$ cat src/sv/urlpd_pkg.sv
// Package for the URL path decoder and checker.
// Holds transaction types, character constants, the escape phase codes and
// the hex digit helper. No dependencies.
package urlpd_pkg;

  localparam logic [7:0] CH_PERCENT = 8'h25;
  localparam logic [7:0] CH_QUERY   = 8'h3F;
  localparam logic [7:0] CH_SLASH   = 8'h2F;
  localparam logic [7:0] CH_DOT     = 8'h2E;
  localparam logic [7:0] CH_BSLASH  = 8'h5C;
  localparam logic [7:0] CH_NUL     = 8'h00;
  localparam logic [1:0] DOTDOT_LEN = 2'd2;
  localparam logic [1:0] SEG_SAT    = 2'd3;
  localparam logic [3:0] HEX_ALPHA_BASE = 4'd10;

  typedef enum logic [1:0] {
    ESC_NONE = 2'd0,
    ESC_HIGH = 2'd1,
    ESC_LOW  = 2'd2
  } esc_e;

  typedef struct packed {
    logic [7:0] path_byte;
    logic       last_byte;
  } in_t;

  typedef struct packed {
    logic       byte_valid;
    logic [7:0] decoded_byte;
    logic       path_done;
    logic       path_ok;
  } out_t;

  typedef struct packed {
    esc_e       escape_phase;
    logic [3:0] high_nibble;
    logic       first_seen;
    logic       in_query;
    logic       rejected;
    logic [1:0] segment_length;
    logic       segment_all_dots;
  } state_t;

  localparam state_t STATE_RESET = '{
    escape_phase:     ESC_NONE,
    high_nibble:      4'd0,
    first_seen:       1'b0,
    in_query:         1'b0,
    rejected:         1'b0,
    segment_length:   2'd0,
    segment_all_dots: 1'b1
  };

  // Return {digit_ok, nibble}; digit_ok low for anything but 0-9, a-f, A-F.
  function automatic logic [4:0] hex_digit(input logic [7:0] c);
    logic [4:0] r;
    r = 5'd0;
    if (c >= 8'h30 && c <= 8'h39) begin
      r = {1'b1, 4'(c - 8'h30)};
    end else if (c >= 8'h61 && c <= 8'h66) begin
      r = {1'b1, 4'(c - 8'h61) + HEX_ALPHA_BASE};
    end else if (c >= 8'h41 && c <= 8'h46) begin
      r = {1'b1, 4'(c - 8'h41) + HEX_ALPHA_BASE};
    end
    return r;
  endfunction

endpackage

$ cat src/sv/urlpd_step.sv
// Next-state and result logic for one raw path byte.
// Purely combinational; depends on urlpd_pkg.
module urlpd_step import urlpd_pkg::*; (
  input  state_t cur_i,
  input  in_t    in_i,
  output state_t nxt_o,
  output out_t   res_o
);

  logic [7:0] b;
  logic [4:0] hx;
  logic [7:0] tk;
  logic       do_take;
  logic       cur_dotdot;
  logic       nxt_dotdot;
  state_t     nxt;
  out_t       res;

  assign b          = in_i.path_byte;
  assign hx         = hex_digit(b);
  assign cur_dotdot = (cur_i.segment_length == DOTDOT_LEN) && cur_i.segment_all_dots;

  always_comb begin
    nxt     = cur_i;
    res     = '0;
    do_take = 1'b0;
    tk      = b;
    if (!cur_i.in_query) begin
      if (b == CH_QUERY) begin
        nxt.in_query = 1'b1;
        if (!cur_i.first_seen || cur_i.escape_phase != ESC_NONE || cur_dotdot) begin
          nxt.rejected = 1'b1;
        end
      end else if (!cur_i.rejected) begin
        nxt.first_seen = 1'b1;
        if ((!cur_i.first_seen && b != CH_SLASH) || b == CH_NUL || b == CH_BSLASH) begin
          nxt.rejected = 1'b1;
        end else begin
          unique case (cur_i.escape_phase)
            ESC_HIGH: begin
              if (!hx[4]) begin
                nxt.rejected = 1'b1;
              end else begin
                nxt.high_nibble  = hx[3:0];
                nxt.escape_phase = ESC_LOW;
              end
            end
            ESC_LOW: begin
              nxt.escape_phase = ESC_NONE;
              if (!hx[4]) begin
                nxt.rejected = 1'b1;
              end else begin
                tk      = {cur_i.high_nibble, hx[3:0]};
                do_take = 1'b1;
              end
            end
            default: begin
              if (b == CH_PERCENT) begin
                nxt.escape_phase = ESC_HIGH;
              end else begin
                nxt.escape_phase = ESC_NONE;
                do_take          = 1'b1;
              end
            end
          endcase
        end
      end
    end

    // Decoded byte: reject NUL and backslash, split on slash, track dots.
    if (do_take) begin
      if (tk == CH_NUL || tk == CH_BSLASH) begin
        nxt.rejected = 1'b1;
      end else if (tk == CH_SLASH) begin
        if (cur_dotdot) begin
          nxt.rejected = 1'b1;
        end else begin
          nxt.segment_length   = 2'd0;
          nxt.segment_all_dots = 1'b1;
          res.byte_valid       = 1'b1;
          res.decoded_byte     = tk;
        end
      end else begin
        if (cur_i.segment_length != SEG_SAT) begin
          nxt.segment_length = cur_i.segment_length + 2'd1;
        end
        if (tk != CH_DOT) begin
          nxt.segment_all_dots = 1'b0;
        end
        res.byte_valid   = 1'b1;
        res.decoded_byte = tk;
      end
    end

    // Close the path on the final byte unless a '?' already did.
    nxt_dotdot = (nxt.segment_length == DOTDOT_LEN) && nxt.segment_all_dots;
    if (in_i.last_byte) begin
      res.path_done = 1'b1;
      res.path_ok   = !(nxt.rejected || (!nxt.in_query &&
                      (!nxt.first_seen || nxt.escape_phase != ESC_NONE || nxt_dotdot)));
      nxt = STATE_RESET;
    end
  end

  assign nxt_o = nxt;
  assign res_o = res;

endmodule

$ cat src/sv/url_path_decode_and_check_top.sv
// Top level of the URL path percent-decoder and safety checker.
// Depends on urlpd_pkg and urlpd_step.
//
// Usage:
//   Raw request path bytes enter on the input channel, one transaction per
//   byte; last_byte marks the final byte of a path. Every input transaction
//   yields exactly one output transaction carrying an optional decoded byte
//   (byte_valid), and on the final byte path_done with the verdict path_ok.
//   The first raw '?' ends the path; later bytes give empty results.
//   Output valid rises in the cycle after the input byte is accepted.
//   Throughput: one byte per cycle unless the receiver stalls. The decode
//   state (escape phase, segment tracking, verdict) updates combinationally
//   in urlpd_step; the result register can load anew every unstalled cycle.
//   Stall: in_stall_o rises only when the result register is full and the
//   receiver stalls it; the held result stays unchanged until taken, and a
//   new byte is accepted in the same cycle the held result leaves.
//   Reset: asynchronous, active low; clears the decode state to the start
//   of a path and empties the result register.
//   After each final byte the decode state returns to its reset values.
module url_path_decode_and_check_top import urlpd_pkg::*; (
  input  logic clk_i,
  input  logic rst_ni,
  input  logic in_valid_i,
  output logic in_stall_o,
  input  in_t  in_data_i,
  output logic out_valid_o,
  input  logic out_stall_i,
  output out_t out_data_o
);

  state_t state_q, state_d;
  out_t   res_q, res_d;
  logic   out_valid_q;
  logic   in_take;

  // Hold the input only while a finished result is stalled.
  assign in_stall_o = out_valid_q && out_stall_i;
  assign in_take    = in_valid_i && !in_stall_o;

  urlpd_step u_step (
    .cur_i (state_q),
    .in_i  (in_data_i),
    .nxt_o (state_d),
    .res_o (res_d)
  );

  always_ff @(posedge clk_i or negedge rst_ni) begin
    if (!rst_ni) begin
      state_q     <= STATE_RESET;
      out_valid_q <= 1'b0;
    end else begin
      if (in_take) begin
        state_q <= state_d;
      end
      // Advance when the register is free or its transaction leaves.
      if (!in_stall_o) begin
        out_valid_q <= in_take;
      end
    end
  end

  // Payload register: load on each accepted transaction.
  always_ff @(posedge clk_i) begin
    if (in_take) begin
      res_q <= res_d;
    end
  end

  assign out_valid_o = out_valid_q;
  assign out_data_o  = res_q;

endmodule

$ cat config.mk
export PLATFORM = sky130hd
export DESIGN_NAME = url_path_decode_and_check_top
export DESIGN_NICKNAME = d
export VERILOG_FILES = /design/src/sv/urlpd_pkg.sv /design/src/sv/urlpd_step.sv /design/src/sv/url_path_decode_and_check_top.sv
export SDC_FILE = /design/constraint.sdc
export NUM_CORES = 1
export LEC_CHECK = 0
export BUFFER_PORTS_ARGS = -buffer_cell sky130_fd_sc_hd__buf_2
export CORE_ASPECT_RATIO = 0.75
export CORE_MARGIN = 5
export CORE_UTILIZATION = 25
export DETAILED_ROUTE_END_ITERATION = 10
export GPL_TIMING_DRIVEN = 1
export PLACE_DENSITY = 0.46
export REMOVE_ABC_BUFFERS = 1
export SETUP_SLACK_MARGIN = 0.5
export SLEW_MARGIN = 20
export SYNTH_ARGS = -nofsm -noshare
export SYNTH_HDL_FRONTEND = slang
export SYNTH_SLANG_ARGS = --single-unit
$ cat constraint.sdc
create_clock -name clk_i -period 4.3 [get_ports clk_i]
set_clock_uncertainty 0.05 [all_clocks]
set_input_delay 0.215 -clock clk_i [delete_from_list [all_inputs] [get_ports clk_i]]
set_output_delay 0.215 -clock clk_i [all_outputs]
set_load 0.01 [all_outputs]
==> results of run 1 <==
==> cells in the final DEF (no fill, tap or decap), types with 3 or more instances in the layout <==
cell type and count:
buf_2 25, nor2_1 18, nand2_1 16, inv_1 12, dfrtp_1 12, edfxtp_1 11
o21ai_0 10, a21oi_1 8, ha_1 7, mux2i_1 6, nor3_1 6, xnor2_1 5
and3_1 4, nand3_1 4, nand2b_1 4, nor2b_1 4, o31ai_1 4, buf_4 4
or4_1 3, a22o_1 3, clkbuf_8 3
==> power by group through the flow <==
stage / clock network (mW) / logic (mW) / registers (mW)
after floorplan: 0 / 0.121 / 0.298
after global placement: 0 / 0.194 / 0.296
after detailed placement: 0 / 0.189 / 0.296
after CTS: 0.210 / 0.192 / 0.291
after global routing: 0.217 / 0.217 / 0.294
final: 0.205 / 0.195 / 0.290
==> final cells by class <==
class	count	area [um^2]	area share
Multi-Input combinational cell	138	943	0.474
Sequential cell	24	657	0.330
Clock inverter	1	30.0	0.0151
Tap cell	81	101	0.0509
Timing Repair Buffer	30	165	0.0830
Inverter	14	52.6	0.0264
Clock buffer	3	41.3	0.0207
==> synth_stat cells (2+ instances only) <==
master	count
dfrtp_1	12
inv_1	12
nor3_1	6
nor4_1	2
nor2_1	18
and3_1	4
a2111oi_2	2
nor3b_1	2
o21ai_1	2
ha_1	7
a22o_1	3
nand3_1	4
a21oi_1	8
buf_6	2
nand4_1	2
mux2i_1	6
o31ai_1	4
nand2_1	16
o21ai_0	10
nand2b_1	4
edfxtp_1	11
or4_1	3
o211ai_1	2
nor2b_1	4
a31oi_1	2
xnor2_1	5
==> stage by stage <==
step | setup WS, ps | area (um^2) | hold slack, ps | power [mW]
floorplan | 606 | 1650 | -131 | 0.418
global placement | 482 | 1910 | 81.3 | 0.491
detailed placement | 435 | 1910 | 80.9 | 0.485
CTS | 732 | 1990 | 95.9 | 0.693
global route | 590 | 1990 | 90.4 | 0.728
finish | 817 | 1990 | 98.5 | 0.691
==> logic make-up after synthesis <==
family,Yosys count,synth area share
buffers and inverters,17,0.0477
flip-flops,24,0.392
AO/OA/AOI/OAI,47,0.212
multiplexers,6,0.0358
adder cells (fa/ha/maj),7,0.0522
XOR/XNOR,5,0.0261
AND/OR/NAND/NOR,73,0.235
==> per-layer routing <==
layer / track usage / part of all wire / vias up
met5: 0 / 0 / -
met4: 0.0166 / 0.0056 / 0
li1: - / - / 721
met3: 0.0302 / 0.075 / 5
met1: 0.166 / 0.53 / 679
met2: 0.150 / 0.39 / 41
==> registers in the layout (all words and copies together) (netlist names) <==
| name | count |
|---|---|
| state_q | 12 |
| out_valid_o | 1 |
| out_data_o | 11 |
==> repair_timing <==
action | 4_1_cts | 5_1_grt
endpoints found under the setup margin | 0 | 1
resized for setup | 0 | 1
hold buffers | 1 | 0
hold endpoints to repair | 12 | 0
==> worst paths after layout <==
kind	end	slack [ps]	depth (start not counted)	startpoint
worst max-delay path	out_data_o[0]	820	13	in_data_i[4]
worst min-delay path	out_valid_o	100	2	in_valid_i
worst max register to register	out_data_o[0]	940	12	state_q[10]
worst min register to register	state_q[6]	490	2	state_q[6]
max in group asynchronous	state_q[0]	3610	2	rst_ni
min in group asynchronous	state_q[8]	300	2	rst_ni
==> results by group, run 1 <==
Route
  – Via density per instance: 4.97
  – Vias: 1446
  – Antenna-violating nets left: 0
  – Drt drc: 0
  – Number of DRC markers in iteration 0: 86
  – Post-Route WL: 4480 um
  – Pre-Repair DR Iteration Count: 4
  – Post-DR wirelength/cell: 15.4 um

Floorplanning
  – Die Height: 80.9 um
  – Core Area: 0.00641 mm^2
  – Die Area: 0.00847 mm^2
  – Starting Density: 0.262
  – Die Width: 105 um
  – Io pins: 26
  – Row count: 25

Layout
  – Layout cells sized above 1: 0.224
  – Ant diodes: 0
  – Final core utilization: 0.310
  – Non-filler instance count after layout: 291
  – Final nets: 231
  – Area grow syn2layout: 18.6%
  – Filler cells: 672

Yosys
  – Synthesized area per cell: 9.37 um^2
  – Yosys cell types: 52
  – Mapped Area: 0.00168 mm^2
  – Area share of the largest cell type after synthesis: 0.197
  – Post-synthesis register bit count: 24
  – Most area-consuming cells after synthesis: edfxtp_1 (20%), dfrtp_1 (18%), ha_1 (5.2%), nor2_1 (4.0%), mux2i_1 (3.6%)
  – Post-synth EDFFs: 11
  – Area leader, netlist: edfxtp_1
  – Fraction of registers with async set or reset after synthesis: 0.542
  – Yosys warnings: 0
  – Synth Flop Type: dfrtp_1
  – Post-Syn Instances: 179
  – Sequential fraction of the synthesis area: 0.391

Timing
  – Tmin final: 3480 ps
  – Fin crit share: 0.810
  – RSZ-0062 raised after global routing: no
  – Max_slew headroom: 0.605
  – Setup TNS: 0 ps
  – Max-slew violations: 0
  – F_max: 287 MHz
  – Finish-stage setup viols: 0
  – Final Hold Viols: 0
  – Tightest Pin Transition: 589 ps

Power
  – Clock group share of total power: 0.297
  – Sw frac: 0.314
  – NetSw: 0.217 mW
  – PD cells: 347 mW/mm^2
  – LEAKAGE: 0.830 nW
  – Combinational share of power: 0.283
  – Internal power: 0.474 mW
  – Seq pwr share: 0.421
  – VDD IR max: 102 uV

Setup path
  – Worst Path Max Fanout: 9
  – Worst path max stage delay: 670 ps
  – Worst path bufs/invs: 2
  – Critical Path RT: 4270 ps
  – Critical path class: primary input to flip-flop
  – CP cell instances: buf_2 > or4b_2 > a21oi_1 > a21o_1 > nand3_4 > mux2i_1 > or4_1 > a2111oi_2 > or2_4 > a21o_4 > inv_2 > o21ai_2 > a311oi_1
  – Crit path DAT: 3450 ps
  – Worst setup SP type: primary input
  – Crit. End Element: flip-flop
  – Top delay family on crit path: simple AND/OR/NAND/NOR gates
  – Slowest-stage cell, CP: or4b_2

Clock tree
  – CTS tree: yes
  – H-tree depth: 1
  – Clk slew on worst S/H paths: 90 ps
  – Clock tree buffer depth: 2
  – Num CTS Buffers: 3
  – Clock Root Buffer: clkbuf_8
  – Setup bufs post-CTS: 0
  – Clock sinks: 24
  – Clk_lat worst skew: 280 ps

Global routing
  – GR Overflow Total: 0
  – Largest net degree at the start of global routing: 19
  – Total GRT Usage: 0.108
  – First-pass GRT wire length: 7310 um
  – Initial antenna violation count: 0
  – Via count of the first global-routing pass: 1363

Run
  – Max-Cap Viols: 0

Placement
  – RePlAce Congestion: 0.849
  – Placed cells: 286
  – DP HPWL: 3570 um
  – Port bufs: 25

Worst hold path
  – Hold Path Class: primary input to flip-flop

Run status
  – Status: finished, final reports clean
Power figures use the tool's default switching activity.
==> run 2, diff against run 1 <==
Settings changed: PLACE_DENSITY 0.46 to 0.47.
Clock period 4.3 ns to 2.8 ns, I/O delays scaled along.
==> results by group, run 2 (same netlist as run 1, synthesis figures left out) <==
Timing
  – Finish-stage setup viols: 13 (was 0)
  – Tightest Pin Transition: 401 ps (was 589 ps)
  – Final Hold Viols: 0 (unchanged)
  – PnR worst setup slack: -214 ps (was 817 ps)
  – Tmin final: 3010 ps
  – Worst Hold Slack: 26.4 ps (was 98.5 ps)
  – F_max: 332 MHz
  – Max-slew violations: 0 (unchanged)
  – Max_slew headroom: 0.731 (was 0.605)
  – Fin crit share: 1.08
  – RSZ-0062 raised after global routing: yes (was no)

Power
  – LEAKAGE: 1.21 nW (was 0.830 nW)
  – PD cells: 460 mW/mm^2 (was 347 mW/mm^2)
  – VDD IR max: 306 uV (was 102 uV)

Floorplanning
  – Core Area: 0.00641 mm^2 (unchanged)
  – Die Area: 0.00847 mm^2 (unchanged)
  – Starting Density: 0.262 (unchanged)
  – Row count: 25 (unchanged)
  – Die Width: 105 um (unchanged)
  – Die Height: 80.9 um (unchanged)
  – Io pins: 26 (unchanged)

Route
  – Vias: 1685 (was 1446)
  – Post-Route WL: 5150 um (was 4480 um)
  – Post-DR wirelength/cell: 14.2 um (was 15.4 um)
  – Pre-Repair DR Iteration Count: 4 (unchanged)
  – Antenna-violating nets left: 0 (unchanged)
  – Via density per instance: 4.65 (was 4.97)
  – Number of DRC markers in iteration 0: 78 (was 86)
  – Drt drc: 0 (unchanged)

Layout
  – Largest register FFs: 12 (unchanged)
  – Most frequent cells in the layout: buf_4 (69), buf_2 (22), nand2_1 (15) (was buf_2 (25), nor2_1 (18), nand2_1 (16))
  – Commonest non-fill, non-tap cell in the layout: buf_4 (was buf_2)
  – Final nets: 302 (was 231)
  – Ant diodes: 0 (unchanged)
  – Area grow syn2layout: 69.9% (was 18.6%)
  – Most flops, register: state_q (unchanged)
  – Filler cells: 610 (was 672)
  – Final core utilization: 0.445 (was 0.310)
  – Layout cells sized above 1: 0.562 (was 0.224)

Worst hold path
  – Hold Path Class: primary input to flip-flop (unchanged)
  – Worst hold start: in_valid_i (unchanged)

Setup path
  – Crit path DAT: 3070 ps (was 3450 ps)
  – R2r setup slk: -150 ps (was 940 ps)
  – Crit. End Element: flip-flop (unchanged)
  – Worst r2r src: state_q[10] (unchanged)
  – Worst R2R End: out_data_o[0] (unchanged)
  – Critical path class: primary input to flip-flop (unchanged)
  – Slowest-stage cell, CP: or4_4 (was or4b_2)
  – Top delay family on crit path: simple AND/OR/NAND/NOR gates (unchanged)
  – Worst path max stage delay: 550 ps (was 670 ps)
  – CP cell instances: buf_6 > or4_4 > a2111oi_4 > nor3_4 > nand3_4 > mux2i_2 > or4_4 > a2111oi_4 > buf_4 > nor3b_2 > o22a_1 > a311oi_2 (was buf_2 > or4b_2 > a21oi_1 > a21o_1 > nand3_4 > mux2i_1 > or4_1 > a2111oi_2 > or2_4 > a21o_4 > inv_2 > o21ai_2 > a311oi_1)
  – Critical Path Start: in_data_i[3] (was in_data_i[4])
  – Worst setup SP type: primary input (unchanged)
  – Critical Path Stages: 12 (was 13)
  – Worst Reg-to-Reg Cells: 13 (was 12)
  – Worst Path Max Fanout: 3 (was 9)
  – Worst path bufs/invs: 2 (unchanged)
  – Critical Path RT: 2860 ps (was 4270 ps)
  – Setup crit end: out_data_o[0] (unchanged)

Clock tree
  – CTS tree: yes (unchanged)
  – Num CTS Buffers: 3 (unchanged)
  – Clk slew on worst S/H paths: 100 ps (was 90 ps)
  – Clock sinks: 24 (unchanged)
  – Clk_lat worst skew: 270 ps (was 280 ps)
  – H-tree depth: 1 (unchanged)
  – Clock Root Buffer: clkbuf_8 (unchanged)
  – Clock tree buffer depth: 2 (unchanged)

Global routing
  – Initial antenna violation count: 0 (unchanged)
  – Largest net degree at the start of global routing: 15 (was 19)
  – Total GRT Usage: 0.123 (was 0.108)
  – GR Overflow Total: 0 (unchanged)
  – Via count of the first global-routing pass: 1742 (was 1363)
  – First-pass GRT wire length: 8490 um (was 7310 um)

Placement
  – DP HPWL: 3990 um (was 3570 um)
  – RePlAce Congestion: 0.860 (was 0.849)
  – Port bufs: 25 (unchanged)

Run
  – Max-Cap Viols: 0 (unchanged)

Run status
  – Status: finished, violations left (was finished, final reports clean)
  – Failing checks: setup timing
-- run 2: how the worst min path moves through the flow --
| stage | endpoint | slack (ps) | depth (start not counted) |
|---|---|---|---|
| final | out_valid_o | 30 | 2 |
| after floorplan | out_valid_o | -210 | 0 |
| after CTS | out_valid_o | 20 | 2 |
| after global routing | out_valid_o | 20 | 2 |
| after global placement | state_q[11] | 5 | 1 |
| after detailed placement | state_q[11] | 6 | 1 |
-- run 2: worst reg2reg max path, delay by kind of cell, from the launching register on --
kind	cells	cell delay [ps]
and+or+nand+nor	5	850
DFF	1	410
muxes	1	180
buffers and inverters	3	390
adders and majority gates	1	150
AOI/OAI and AO/OA	3	770
-- run 2: power by group --
| part | internal [mW] | leakage (nW) | total, mW | switching [mW] |
|---|---|---|---|---|
| Clock | 0.191 | 0.0357 | 0.312 | 0.121 |
| Sequential | 0.417 | 0.277 | 0.452 | 0.0348 |
| Combinational | 0.281 | 0.895 | 0.547 | 0.266 |
| Total | 0.890 | 1.21 | 1.31 | 0.421 |
-- run 2: cell type report --
| cell class | count | area [um^2] | share of cell area |
|---|---|---|---|
| Clock buffer | 3 | 41.3 | 0.0145 |
| Clock inverter | 1 | 30.0 | 0.0105 |
| Inverter | 14 | 55.1 | 0.0193 |
| Multi-Input combinational cell | 138 | 1200 | 0.422 |
| Sequential cell | 24 | 657 | 0.230 |
| Tap cell | 81 | 101 | 0.0355 |
| Timing Repair Buffer | 101 | 764 | 0.268 |
-- run 2: timing repair --
item	4_1_cts	5_1_grt
hold endpoints to repair	13	0
setup endpoints to repair	13	13
hold buffers	1	0
pin swaps	24	7
resized for setup	58	13
buffers inserted	10	4
cloned	0	0
-- run 2: per-layer routing --
layer	part of all wire	track usage	vias to the layer above
li1	-	-	865
met2	0.44	0.202	36
met5	0	0	-
met3	0.040	0.0254	2
met1	0.52	0.174	782
met4	0.0016	0.0128	0
-- run 2: metrics by stage --
stage,worst slack (ps),setup TNS (ps),std cells,power (mW),cell area (um^2)
global route,-322,-2750,362,1.38,2850
finish,-214,-1420,362,1.31,2850
floorplan,-819,-8070,176,0.642,1650
global placement,-634,-7200,343,0.838,2350
detailed placement,-682,-7520,343,0.837,2350
CTS,-155,-594,358,1.26,2760
